## config.mk

```make
export PLATFORM = sky130hd
export DESIGN_NAME = generational_handle_table
export DESIGN_NICKNAME = d
export VERILOG_FILES = /design/src/sv/ght_pkg.sv /design/src/sv/ght_ffs.sv /design/src/sv/ght_decode.sv /design/src/sv/ght_table.sv /design/src/sv/generational_handle_table.sv
export SDC_FILE = /design/constraint.sdc
export NUM_CORES = 2
export LEC_CHECK = 0
export ABC_AREA = 1
export BUFFER_PORTS_ARGS = -buffer_cell sky130_fd_sc_hd__buf_4
export CAP_MARGIN = 30
export CORE_MARGIN = 4
export CORE_UTILIZATION = 30
export CTS_BUF_LIST = sky130_fd_sc_hd__clkbuf_8
export DETAILED_ROUTE_END_ITERATION = 7
export SYNTH_ARGS = -nofsm -noshare
export SYNTH_HDL_FRONTEND = slang
export SYNTH_SLANG_ARGS = --single-unit
```

## constraint.sdc

```tcl
create_clock -name clk_i -period 5.8 [get_ports clk_i]
set_input_delay 1.16 -clock clk_i [delete_from_list [all_inputs] [get_ports clk_i]]
set_output_delay 1.16 -clock clk_i [all_outputs]
set_load 0.02 [all_outputs]
```

## src/sv/ght_pkg.sv

```systemverilog
// ----------------------------------------------------------------------------
// Generational handle table package
// Request codes, status codes and handle layout shared by the table's modules.
// ----------------------------------------------------------------------------
package ght_pkg;

  // Handle layout: generation above the low byte, slot number plus one below.
  localparam int unsigned HandleW = 64;
  localparam int unsigned IdxW    = 8;
  localparam int unsigned HGenW   = HandleW - IdxW;
  localparam int unsigned NewHW   = 63;
  localparam int unsigned StatusW = 3;
  localparam int unsigned ReqW    = 2;
  localparam int unsigned SlotOutW = 5;

  // Request codes. The fourth code is undefined and answered as invalid.
  localparam logic [ReqW-1:0] REQ_INSTALL = 2'd0;
  localparam logic [ReqW-1:0] REQ_LOOKUP  = 2'd1;
  localparam logic [ReqW-1:0] REQ_CLOSE   = 2'd2;
  localparam logic [ReqW-1:0] REQ_RSVD    = 2'd3;

  // Status codes.
  localparam logic [StatusW-1:0] ST_OK        = 3'd0;
  localparam logic [StatusW-1:0] ST_INVALID   = 3'd1;
  localparam logic [StatusW-1:0] ST_EXHAUSTED = 3'd2;
  localparam logic [StatusW-1:0] ST_UNKNOWN   = 3'd3;
  localparam logic [StatusW-1:0] ST_CLEANUP   = 3'd4;

  // Update commands for the slot table.
  typedef struct packed {
    logic install;     // set occupied, write new generation
    logic free;        // clear occupied
    logic mark_stuck;  // set stuck until reset
  } tbl_op_t;

endpackage

```

## src/sv/ght_ffs.sv

```systemverilog
// ----------------------------------------------------------------------------
// Lowest free slot finder
// Priority encoder that returns the lowest slot that is available.
// ----------------------------------------------------------------------------
module ght_ffs #(
  parameter int unsigned NUM_SLOTS = 32,
  parameter int unsigned SLOT_W    = 5
) (
  input  logic [NUM_SLOTS-1:0] avail_i,
  output logic                 found_o,
  output logic [SLOT_W-1:0]    slot_o
);

  assign found_o = |avail_i;

  // Scan from the top so the lowest available slot wins.
  always_comb begin
    slot_o = '0;
    for (int i = NUM_SLOTS - 1; i >= 0; i--) begin
      if (avail_i[i]) begin
        slot_o = SLOT_W'(i);
      end
    end
  end

endmodule

```

## src/sv/ght_decode.sv

```systemverilog
// ----------------------------------------------------------------------------
// Handle decoder
// Splits a handle into slot and generation and checks that it can name a slot.
// ----------------------------------------------------------------------------
module ght_decode #(
  parameter int unsigned NUM_SLOTS = 32,
  parameter int unsigned SLOT_W    = 5
) (
  input  logic [ght_pkg::HandleW-1:0] handle_i,
  output logic                        valid_o,
  output logic [SLOT_W-1:0]           slot_o,
  output logic [ght_pkg::HGenW-1:0]   gen_o
);

  localparam logic [ght_pkg::IdxW-1:0] MaxIdx = ght_pkg::IdxW'(NUM_SLOTS);

  logic [ght_pkg::IdxW-1:0] idx;
  logic [ght_pkg::IdxW-1:0] idx_m1;

  assign idx    = handle_i[ght_pkg::IdxW-1:0];
  assign gen_o  = handle_i[ght_pkg::HandleW-1:ght_pkg::IdxW];
  assign idx_m1 = idx - 1'b1;
  assign slot_o = idx_m1[SLOT_W-1:0];

  // A zero generation part already covers the all-zero handle.
  assign valid_o = (idx != '0) && (idx <= MaxIdx) && (gen_o != '0);

endmodule

```

## src/sv/ght_table.sv

```systemverilog
// ----------------------------------------------------------------------------
// Slot table
// Occupied, stuck and generation state of every slot, with one read port.
// ----------------------------------------------------------------------------
module ght_table #(
  parameter int unsigned NUM_SLOTS = 32,
  parameter int unsigned GEN_BITS  = 55,
  parameter int unsigned SLOT_W    = 5
) (
  input  logic                 clk_i,
  input  logic                 rst_ni,
  input  ght_pkg::tbl_op_t     op_i,
  input  logic [SLOT_W-1:0]    wr_slot_i,
  input  logic [GEN_BITS-1:0]  wr_gen_i,
  input  logic [SLOT_W-1:0]    rd_slot_i,
  output logic [GEN_BITS-1:0]  rd_gen_o,
  output logic [NUM_SLOTS-1:0] occupied_o,
  output logic [NUM_SLOTS-1:0] stuck_o
);

  logic [NUM_SLOTS-1:0] occupied_q;
  logic [NUM_SLOTS-1:0] stuck_q;
  logic [GEN_BITS-1:0]  gen_q [NUM_SLOTS];

  always_ff @(posedge clk_i or negedge rst_ni) begin
    if (!rst_ni) begin
      occupied_q <= '0;
      stuck_q    <= '0;
      for (int i = 0; i < NUM_SLOTS; i++) begin
        gen_q[i] <= '0;
      end
    end else begin
      if (op_i.install) begin
        occupied_q[wr_slot_i] <= 1'b1;
        gen_q[wr_slot_i]      <= wr_gen_i;
      end
      if (op_i.free) begin
        occupied_q[wr_slot_i] <= 1'b0;
      end
      if (op_i.mark_stuck) begin
        stuck_q[wr_slot_i] <= 1'b1;
      end
    end
  end

  assign rd_gen_o   = gen_q[rd_slot_i];
  assign occupied_o = occupied_q;
  assign stuck_o    = stuck_q;

endmodule

```

## src/sv/generational_handle_table.sv

```systemverilog
// ----------------------------------------------------------------------------
// Generational handle table
// Issues, checks and retires generation-tagged handles for a table of slots.
// ----------------------------------------------------------------------------
// A request is captured in the request register, then its result in the result
// register, which drives the result ports with done_o high.
// Throughput: one request per cycle; busy stays low and a request may
// follow in every cycle, since each result is ready one register stage later.
// Reset clears every slot to free, not stuck, generation zero; done_o is low.
// ----------------------------------------------------------------------------
module generational_handle_table #(
  parameter int unsigned NUM_SLOTS = 32,
  parameter int unsigned GEN_BITS  = 55
) (
  input  logic                            clk_i,
  input  logic                            rst_ni,
  input  logic                            start,
  output logic                            busy,
  input  logic [ght_pkg::ReqW-1:0]        req_type_i,
  input  logic [ght_pkg::HandleW-1:0]     handle_i,
  input  logic                            payload_empty_i,
  input  logic                            external_ok_i,
  output logic                            done_o,
  output logic [ght_pkg::StatusW-1:0]     status_o,
  output logic [ght_pkg::NewHW-1:0]       new_handle_o,
  output logic [ght_pkg::SlotOutW-1:0]    slot_index_o
);

  // Slot numbers need at least one bit even for a single-slot table.
  localparam int unsigned SlotW = (NUM_SLOTS > 1) ? $clog2(NUM_SLOTS) : 1;

  // The whole request is decided by one short stretch of logic between the
  // request register and the result register, so nothing ever holds the
  // requester off.
  assign busy = 1'b0;

  // --------------------------------------------------------------------------
  // Request register
  // --------------------------------------------------------------------------
  logic                          valid_q;
  logic [ght_pkg::ReqW-1:0]      req_q;
  logic [ght_pkg::HandleW-1:0]   handle_q;
  logic                          empty_q;
  logic                          ext_ok_q;

  always_ff @(posedge clk_i or negedge rst_ni) begin
    if (!rst_ni) begin
      valid_q <= 1'b0;
    end else begin
      valid_q <= start && !busy;
    end
  end

  always_ff @(posedge clk_i) begin
    if (start && !busy) begin
      req_q    <= req_type_i;
      handle_q <= handle_i;
      empty_q  <= payload_empty_i;
      ext_ok_q <= external_ok_i;
    end
  end

  // --------------------------------------------------------------------------
  // Slot state, free slot search and handle decode
  // --------------------------------------------------------------------------
  ght_pkg::tbl_op_t             tbl_op;
  logic [SlotW-1:0]             wr_slot;
  logic [GEN_BITS-1:0]          next_gen;
  logic [SlotW-1:0]             rd_slot;
  logic [GEN_BITS-1:0]          rd_gen;
  logic [NUM_SLOTS-1:0]         occupied;
  logic [NUM_SLOTS-1:0]         stuck;
  logic                         free_found;
  logic [SlotW-1:0]             free_slot;
  logic                         dec_valid;
  logic [SlotW-1:0]             dec_slot;
  logic [ght_pkg::HGenW-1:0]    dec_gen;

  ght_table #(
    .NUM_SLOTS (NUM_SLOTS),
    .GEN_BITS  (GEN_BITS),
    .SLOT_W    (SlotW)
  ) u_table (
    .clk_i      (clk_i),
    .rst_ni     (rst_ni),
    .op_i       (tbl_op),
    .wr_slot_i  (wr_slot),
    .wr_gen_i   (next_gen),
    .rd_slot_i  (rd_slot),
    .rd_gen_o   (rd_gen),
    .occupied_o (occupied),
    .stuck_o    (stuck)
  );

  // A stuck slot is never handed out again until reset.
  ght_ffs #(
    .NUM_SLOTS (NUM_SLOTS),
    .SLOT_W    (SlotW)
  ) u_ffs (
    .avail_i (~occupied & ~stuck),
    .found_o (free_found),
    .slot_o  (free_slot)
  );

  ght_decode #(
    .NUM_SLOTS (NUM_SLOTS),
    .SLOT_W    (SlotW)
  ) u_decode (
    .handle_i (handle_q),
    .valid_o  (dec_valid),
    .slot_o   (dec_slot),
    .gen_o    (dec_gen)
  );

  // Install reads the slot it is about to fill; lookup and close read the
  // slot named by the handle. Only one of them is live per request.
  assign rd_slot = (req_q == ght_pkg::REQ_INSTALL) ? free_slot : dec_slot;

  // The generation counts up and wraps from its largest value back to one,
  // so a handle never carries generation zero.
  assign next_gen = (rd_gen == '1) ? GEN_BITS'(1) : rd_gen + 1'b1;

  // --------------------------------------------------------------------------
  // Request evaluation
  // --------------------------------------------------------------------------
  logic [ght_pkg::StatusW-1:0]  status_d;
  logic [ght_pkg::NewHW-1:0]    new_handle_d;
  logic [SlotW-1:0]             slot_d;
  logic [ght_pkg::HandleW-1:0]  handle_full;
  logic                         gen_match;

  assign handle_full = (ght_pkg::HandleW'(next_gen) << ght_pkg::IdxW) |
                       (ght_pkg::HandleW'(free_slot) + ght_pkg::HandleW'(1));
  assign gen_match   = (dec_gen == ght_pkg::HGenW'(rd_gen));

  always_comb begin
    status_d     = ght_pkg::ST_INVALID;
    new_handle_d = '0;
    slot_d       = '0;
    wr_slot      = dec_slot;
    tbl_op       = '0;
    case (req_q) inside
      ght_pkg::REQ_INSTALL: begin
        wr_slot = free_slot;
        // An empty payload is turned away before any slot is looked at.
        if (!empty_q) begin
          if (!free_found) begin
            status_d = ght_pkg::ST_EXHAUSTED;
          end else if (!ext_ok_q) begin
            // Transfer failed: the chosen slot is reported but left alone.
            slot_d = free_slot;
          end else begin
            slot_d         = free_slot;
            status_d       = ght_pkg::ST_OK;
            new_handle_d   = handle_full[ght_pkg::NewHW-1:0];
            tbl_op.install = valid_q;
          end
        end
      end
      ght_pkg::REQ_LOOKUP, ght_pkg::REQ_CLOSE: begin
        if (dec_valid) begin
          slot_d = dec_slot;
          if (!occupied[dec_slot] || !gen_match) begin
            status_d = ght_pkg::ST_UNKNOWN;
          end else if (req_q == ght_pkg::REQ_LOOKUP) begin
            status_d = ext_ok_q ? ght_pkg::ST_OK : ght_pkg::ST_INVALID;
          end else begin
            // Close always frees the slot; a failed cleanup also parks it.
            tbl_op.free = valid_q;
            if (ext_ok_q) begin
              status_d = ght_pkg::ST_OK;
            end else begin
              tbl_op.mark_stuck = valid_q;
              status_d          = ght_pkg::ST_CLEANUP;
            end
          end
        end
      end
      default: begin
        status_d = ght_pkg::ST_INVALID;
      end
    endcase
  end

  // --------------------------------------------------------------------------
  // Result register
  // --------------------------------------------------------------------------
  logic                          done_q;
  logic [ght_pkg::StatusW-1:0]   status_q;
  logic [ght_pkg::NewHW-1:0]     new_handle_q;
  logic [ght_pkg::SlotOutW-1:0]  slot_index_q;
  logic [ght_pkg::IdxW-1:0]      slot_wide;

  // The slot port is five bits wide; larger tables report the low bits.
  assign slot_wide = ght_pkg::IdxW'(slot_d);

  always_ff @(posedge clk_i or negedge rst_ni) begin
    if (!rst_ni) begin
      done_q <= 1'b0;
    end else begin
      done_q <= valid_q;
    end
  end

  always_ff @(posedge clk_i) begin
    if (valid_q) begin
      status_q     <= status_d;
      new_handle_q <= new_handle_d;
      slot_index_q <= slot_wide[ght_pkg::SlotOutW-1:0];
    end
  end

  assign done_o       = done_q;
  assign status_o     = status_q;
  assign new_handle_o = new_handle_q;
  assign slot_index_o = slot_index_q;

  // --------------------------------------------------------------------------
  // Assertions
  // --------------------------------------------------------------------------

  // Every request in the request register yields exactly one result strobe.
  a_one_result: assert property (@(posedge clk_i) disable iff (!rst_ni)
    valid_q == done_q |=> done_o == $past(valid_q))
    else $error("result strobe does not follow the request register");

  // A slot is never both occupied and stuck.
  a_occ_stuck: assert property (@(posedge clk_i) disable iff (!rst_ni)
    (occupied & stuck) == '0)
    else $error("slot is occupied and stuck at once");

  // Once stuck, a slot stays stuck until reset.
  a_stuck_sticky: assert property (@(posedge clk_i) disable iff (!rst_ni)
    1'b1 |=> (($past(stuck) & ~stuck) == '0))
    else $error("stuck slot was released without reset");

  // A handle is only issued with a success status.
  a_handle_ok: assert property (@(posedge clk_i) disable iff (!rst_ni)
    done_o && (new_handle_o != '0) |-> status_o == ght_pkg::ST_OK)
    else $error("handle issued on a failed request");

endmodule
```

---- Word-level counts from Yosys, hierarchy flattened ----
Index checks and enable logic that the tools add are counted.
cells by class
  eq/ne operators ......................... 4
  magnitude comparators ................... 6
  bitwise operators ....................... 12
  reductions and logical operators ........ 13
  add/subtract/negate cells ............... 3
  mux-type cells .......................... 70
operators with widths
  kind                                                            count
  bitwise mux 1760 bit                                            1
  binary-select mux 55 bit (select 5 bit)                         1
  demux 55 bit (select 5 bit)                                     1
  2-to-1 mux 55 bit                                               4
  2-to-1 mux 5 bit                                                38
  NOT 32 bit                                                      3
  AND 32 bit                                                      2
  2-to-1 mux 32 bit                                               2
  OR 32 bit                                                       2
  OR 63 x 6 -> 63 bit                                             1
  == test 56 x 55 -> 1 bit                                        1
  nonzero test 56 bit                                             1
  adder 55 x 1 -> 55 bit, second input constant                   1
  == test 55 bit, second input constant                           1
  OR reduction 32 bit                                             1
  2-to-1 mux 3 bit                                                8
  less-than comparator 5 x 6 -> 1 bit, second input constant      2
  2-to-1 mux 2 bit                                                5
  less-or-equal comparator 8 x 6 -> 1 bit, second input constant  1
  2-to-1 mux 1 bit                                                8
  nonzero test 8 bit                                              1
  adder 5 x 1 -> 6 bit, second input constant                     1
  greater-or-equal comparator 6 bit, second input constant        1
  less-than comparator 6 x 1 -> 1 bit, second input constant      1
  14 further kinds                                                20
word-level totals
  output and inout port bits .............. 73
  register bits after elaboration ......... 1965
  word-level logic and storage cells ...... 151

---- Depth between registers and ports, before layout ----
  depth in word-level cells ............... 47
  mapped depth ............................ 61
  gate-level depth less buffers ........... 54

---- Cells and area by module ----
From an unflattened synthesis, not the netlist that was laid out.
unflattened totals
  cell total of the unflattened synthesis .. 11617
  area total of the unflattened synthesis .. 92200.9 µm²
by module, submodules not included
  module                     area an instance (µm²)  seq. area each (µm²)  cells each  instances
  ght_table                  82755.6                 45643.8               10327       1
  generational_handle_table  8242.9                  4164.0                1056        1
  ght_decode                 732.0                   0.0                   127         1
  ght_ffs                    470.5                   0.0                   107         1

---- Worst setup path before layout ----
Ideal clock, no wire load.
  kind .................................... reg2reg
  start ................................... register u_table.stuck_q[28] (netlist: u_table.stuck_o[28])
  end ..................................... register new_handle_q (netlist bit new_handle_o[61]) (data pin)
  arrival time ............................ 4.761 ns
  buffers on the path ..................... 7
  data required time ...................... 5.534 ns
  slack ................................... 0.773 ns
  stages on the path, launching flop included .. 58
  cell sequence ........................... dfrtp_1 -> or2_1 -> nand2_1 -> nand2_1 -> nand2_1 -> nand2_1 -> nand2_1 -> nand2_1 -> nand2_1 -> nand2_1 -> nand2_1 -> nand2_1 -> nand2_1 -> nand2_1 -> nand2_1 -> nand2_1 -> nand2_1 -> nand2_1 -> (+22 left out) -> nand2_1 -> nor2_1 -> nand2_1 -> inv_2 -> ha_1 -> nand3_1 -> nor2_2 -> nand3_2 -> inv_1 -> nand2_1 -> nor2_2 -> nand2_2 -> buf_6 -> buf_6 -> buf_2 -> buf_2 -> nand2_1 -> nor2_1
between the ends
  word-level cells in the longest chain between the ends .. 39
ends and longest elaborated chain
  what                                                      line                              text
  start: declaration                                        ght_table.sv:22                   logic [NUM_SLOTS-1:0] stuck_q;
  start signal: assignment                                  ght_table.sv:28                   stuck_q <= '0;
  start signal: indexed assignment                          ght_table.sv:41                   stuck_q[wr_slot_i] <= 1'b1;
  NOT 32 bit *                                              generational_handle_table.sv:100  .avail_i (~occupied & ~stuck),
  AND 32 bit *                                              generational_handle_table.sv:100
  2-to-1 mux 5 bit (29 in series)                           ght_ffs.sv:20                     if (avail_i[i]) begin
  2-to-1 mux 5 bit                                          generational_handle_table.sv:117  assign rd_slot = (req_q == ght_pkg::REQ_INSTALL) ? free_slot : dec_slot;
  NOT 5 -> 6 bit (not written as such)                      ght_table.sv:46                   assign rd_gen_o = gen_q[rd_slot_i];
  binary-select mux 55 bit (select 5 bit)                   ght_table.sv:46
  2-to-1 mux 55 bit (not written as such) (2 in series)     ght_table.sv:46
  adder 55 x 1 -> 55 bit or == test 55 bit (tied branches)  generational_handle_table.sv:121  assign next_gen = (rd_gen == '1) ? GEN_BITS'(1) : rd_gen + 1'b1;
  2-to-1 mux 55 bit                                         generational_handle_table.sv:121
  OR 63 x 6 -> 63 bit                                       generational_handle_table.sv:132  assign handle_full = (ght_pkg::HandleW'(next_gen) << ght_pkg::IdxW) |
  end signal: assignment                                    generational_handle_table.sv:208  new_handle_q <= new_handle_d;
  end: declaration                                          generational_handle_table.sv:190  logic [ght_pkg::NewHW-1:0] new_handle_q;
Mark *: on every way between the ends. The rest lies on a longest branch, timed or not. The select of a mux whose other input is x is not followed.
A chain may end at the register's enable or synchronous reset.

---- Worst setup path in the final report ----
  start ................................... register u_table.stuck_q[28] (netlist: u_table.stuck_o[28])
  end ..................................... register u_table.gen_q[1570] (netlist name)
between the ends
  word-level cells in the longest chain between the ends .. 39
ends and longest elaborated chain
  what                                                      line                                                                text
  NOT 32 bit *                                              generational_handle_table.sv:100
  AND 32 bit *                                              generational_handle_table.sv:100
  2-to-1 mux 5 bit (29 in series)                           ght_ffs.sv:20
  2-to-1 mux 5 bit                                          generational_handle_table.sv:117, generational_handle_table.sv:142
  NOT 5 -> 6 bit (not written as such)                      ght_table.sv:35, ght_table.sv:46
  binary-select mux 55 bit (select 5 bit)                   ght_table.sv:46
  2-to-1 mux 55 bit (not written as such) (2 in series)     ght_table.sv:46
  adder 55 x 1 -> 55 bit or == test 55 bit (tied branches)  generational_handle_table.sv:121
  2-to-1 mux 55 bit                                         generational_handle_table.sv:121
  bitwise mux 1760 bit                                      ght_table.sv:35                                                     gen_q[wr_slot_i] <= wr_gen_i;
  end signal: indexed assignment                            ght_table.sv:35
  end: declaration                                          ght_table.sv:23                                                     logic [GEN_BITS-1:0] gen_q [NUM_SLOTS];
Marked as above.

==> results.txt <==
- Summed over all layers, the routed wires come to 383 mm.
- Summing all flip-flop and latch instances after layout gives 0.0498 mm^2.
* Clock tree skew after final layout: 123 ps
- Final count of pins violating max slew: 0
- The worst setup path is captured at a flip-flop.
- Signed area change from the synthesized netlist to the final layout: 21.0%
- Crit path required time: 6770 ps
* Clock transition at the registers of the reported paths: 60 ps
* Depth of the worst register-to-register path: 56
- Cell type with the highest occurrence count on the critical path: sky130_fd_sc_hd__nand2_1
- Total of flip-flops plus latches after synthesis: 1963
* Average routed wire per standard cell: 21.2 um
- Summing the sequential cell areas from Yosys gives 51.3% of the chip area.
- TritonCTS built the clock tree.
* Main combinational cell family by area after synthesis: simple AND/OR/NAND/NOR gates
- DR iter-0 viols: 10800
* Ports: 144
* Slew Limit Headroom: 29.8%
* Total non-filler cell area in the finished layout: 0.118 mm^2
- Number of hold violations in the final report: 0
- Static leakage: 57.2 nW
- The initialized floorplan defines 208 standard-cell rows.
- For this run, design rule violations remaining after detail routing come to 0.
- The tool flagged a number of max-cap violations equal to 0.
* Biggest area consumer among synthesized cells: sky130_fd_sc_hd__dfrtp_1
- Core area: 0.322 mm^2
- Measured along the y axis, the die boundary spans 577 um.
- Data arrival time at the worst-slack endpoint: 6780 ps
- Global route overflow: 0
- The clock tree synthesis step divided the H-tree into 5 levels.
- The later pin in the worst-skew pair is clocked with a latency of 1130 ps.
- In this run the cell area measured after placement is 0.108 mm^2.
- Min cycle time layout: 5800 ps
- Of the available clock period, the critical path in the final layout requires 100%.
* Portion of synthesized cell area occupied by the leading cell type: 47.0%
- Counting every sink on the clock net gives 1963.
- Hold buffer count at CTS: 0
- By area the synthesized netlist is led by sky130_fd_sc_hd__dfrtp_1 47%, sky130_fd_sc_hd__nand2_1 21%, sky130_fd_sc_hd__o21ai_0 8.3%.
- In this run the remaining antenna-violating nets after routing total 0.
- Library cell contributing the largest single delay on the critical path: sky130_fd_sc_hd__xor2_4
- A synthesized cell averages 7.43 um^2.
* Arithmetic-cell share of the synthesized area counting full adders, half adders and majority gates: 0.0644%
- Detailed routing inserted a total of 88600 vias.
- Share of layout cells above drive strength 1: 13.1%
- Hold Crit Class: primary input to async pin
* Synthesized-area fraction occupied by xor and xnor cells: 0.386%
- Ratio of routed vias to standard cells: 4.91
- Summing the areas of all compound-gate instances in the mapped netlist gives 11.8% of the synthesized area.
* Largest fanout on the critical path: 12
- Buffer and inverter count on the worst path: 6
- Across all setup checks in the final design, the least slack found is -2.15 ps.
* Clk buf depth: 4
- Global-route wire length before repair: 559 mm
- Port buffering added 140 buffers.
* Total power density per cell area: 346 mW/mm^2
* Number of antenna violations at the first check in global routing: 13
- In this run, distinct cell masters in the synthesized netlist total 45.
- Routability-driven placement finished with a final weighted congestion of 0.975.
* Total routing resource utilization after global routing: 22.3%
* Final nets: 13600
- Highest clock frequency the design can meet: 172 MHz
* Number of cells on the critical path: 56
- Count of warnings emitted by yosys: 0
- Failing checks: setup timing
- Clock tree synthesis inserted a total of 361 buffers.
- Crit-path leading delay family: simple AND/OR/NAND/NOR gates
* Horizontal extent of the die: 577 um
- Detailed placement ended at an HPWL of 233 mm.
- Slew of the pin with the lowest slew margin: 1050 ps
* Post-Syn Instances: 13100
* Filler cell count in the final layout: 33800
* Delay of the slowest critical-path stage: 540 ps
- Setup violations remaining at the end of the flow were counted as 2.
- Hold is met by 82.5 ps.
- Vias in the first global route: 81800
- Summing every instance area after synthesis gives 0.0971 mm^2.
* First-pass DRT Iterations: 7
- Worst-case vdd ir drop: 0.274 mV
- Largest net degree at the start of global routing: 170
- Clock tree root driver cell: sky130_fd_sc_hd__clkbuf_8
* Multiplexer area fraction after synthesis: 0%
* Setup repair after global routing missed its margin: true
- Share of synthesized cell area in and, or, nand and nor gates: 27.5%
- The number of placed instances, taps included, is 17400.
- Area of combinational cells with multiple inputs: 0.0400 mm^2
* Result of the run: finished with violations
- The critical path is of the flip-flop to flip-flop type.
- Initial standard-cell utilization of the core: 30.2%
* PnR Total Power: 40.7 mW
- The worst setup path is launched from a flip-flop.
- After the flow finishes, the layout carries non-filler instances totaling 18100.
* Area enclosed by the die boundary: 0.333 mm^2
==> Yosys cell counts, drive strengths merged <==
master / instances
nor3: 17
conb: 1
clkinv: 4
or2: 3
nand2: 5397
nand3: 276
a211oi: 5
xnor2: 17
inv: 1170
o311ai: 2
o21a: 2
buf: 258
a21oi: 112
a221oi: 1
o21ai: 2149
o22ai: 1
o221ai: 1
and2: 1
a31oi: 2
clkbuf: 681
xor2: 25
ha: 5
nor4: 11
nand4: 24
dfrtp: 1826
nand3b: 299
edfxtp: 137
nor2: 648
nor3b: 1
==> sequential cells by signal, summed over array words and instances (netlist names), 2 cells and up <==
name	cells
new_handle_o	61
u_table.stuck_o	32
handle_q	64
req_q	2
u_table.gen_q	1760
slot_index_o	5
u_table.occupied_o	32
status_o	3
==> area by class of cell <==
type / instances / area share (%)
timing repair buffer: 991 / 9.22
clock inverter: 170 / 0.780
antenna: 7 / 0.0149
tap: 4305 / 4.58
clock buffer: 446 / 5.22
sequential: 1963 / 42.4
multi-input combinational: 9003 / 34.0
inverter: 1174 / 3.83
==> cells in the final DEF, fill, tap and decap left out, types with 47 or more instances in the layout <==
cell / synthesis / routed
sky130_fd_sc_hd__nand2_1: 5391 / 5331
sky130_fd_sc_hd__dfrtp_1: 1826 / 1825
sky130_fd_sc_hd__o21ai_0: 1619 / 1604
sky130_fd_sc_hd__inv_1: 1153 / 1253
sky130_fd_sc_hd__buf_4: 55 / 719
sky130_fd_sc_hd__o21ai_1: 530 / 544
sky130_fd_sc_hd__nor2_1: 634 / 497
sky130_fd_sc_hd__clkbuf_8: 0 / 446
sky130_fd_sc_hd__nand3b_1: 299 / 299
sky130_fd_sc_hd__nand3_1: 274 / 264
sky130_fd_sc_hd__buf_12: 0 / 197
sky130_fd_sc_hd__edfxtp_1: 137 / 137
sky130_fd_sc_hd__a21oi_1: 111 / 111
sky130_fd_sc_hd__nor2_2: 14 / 104
sky130_fd_sc_hd__nand2_2: 5 / 50
sky130_fd_sc_hd__nor2_4: 0 / 47
==> worst paths after layout <==
check / slack (ps) / start / to
max: -2 / u_table.stuck_o[28] / u_table.gen_q[1570]
min: 80 / rst_ni / u_table.gen_q[666]
max reg2reg: -2 / u_table.stuck_o[28] / u_table.gen_q[1570]
min reg2reg: 460 / u_table.stuck_o[25] / u_table.stuck_o[25]
max in group asynchronous: 4170 / rst_ni / u_table.gen_q[980]
min in group clk_i: 210 / handle_i[36] / handle_q[36]
==> power by group <==
part | leakage, nW | switching [mW] | internal (mW)
logic | 26.4 | 7.42 | 4.64
clock network | 4.11 | 6.06 | 7.23
registers | 26.7 | 0.564 | 14.8
==> per-stage QoR <==
| stage | utilization [%] | TNS [ps] | setup slack, ps |
|---|---|---|---|
| after floorplan | - | 0 | 773 |
| after global placement | 33.6 | -491940 | -528 |
| after detailed placement | 33.6 | -206990 | -346 |
| after CTS | 36.0 | -127 | -21.3 |
| after global routing | 36.6 | -557270 | -506 |
| final | 36.6 | -3.98 | -2.15 |
==> layer usage <==
metal	global-route usage (%)	up-vias	routed length, um
met5	0	-	27
met1	30.5	42300	162000
li1	-	41600	-
met2	34.3	3938	168000
met3	4.23	816	33600
met4	9.77	4	18800
==> logic make-up after synthesis <==
kind of cell / count (synthesis)
adder cells (fa/ha/maj): 5
AO/OA/AOI/OAI: 2275
AND/OR/NAND/NOR: 6677
flip-flops: 1963
buffers and inverters: 2113
XOR/XNOR: 42
other: 1
==> timing repair <==
action / 4_1_cts / 5_1_grt
gates resized for setup: 118 / 259
gates cloned: 10 / 18
setup buffers: 6 / 28
pin swaps: 2 / 28
endpoints found under the setup margin: 1287 / 1797
(Power assumes the default switching activity.)
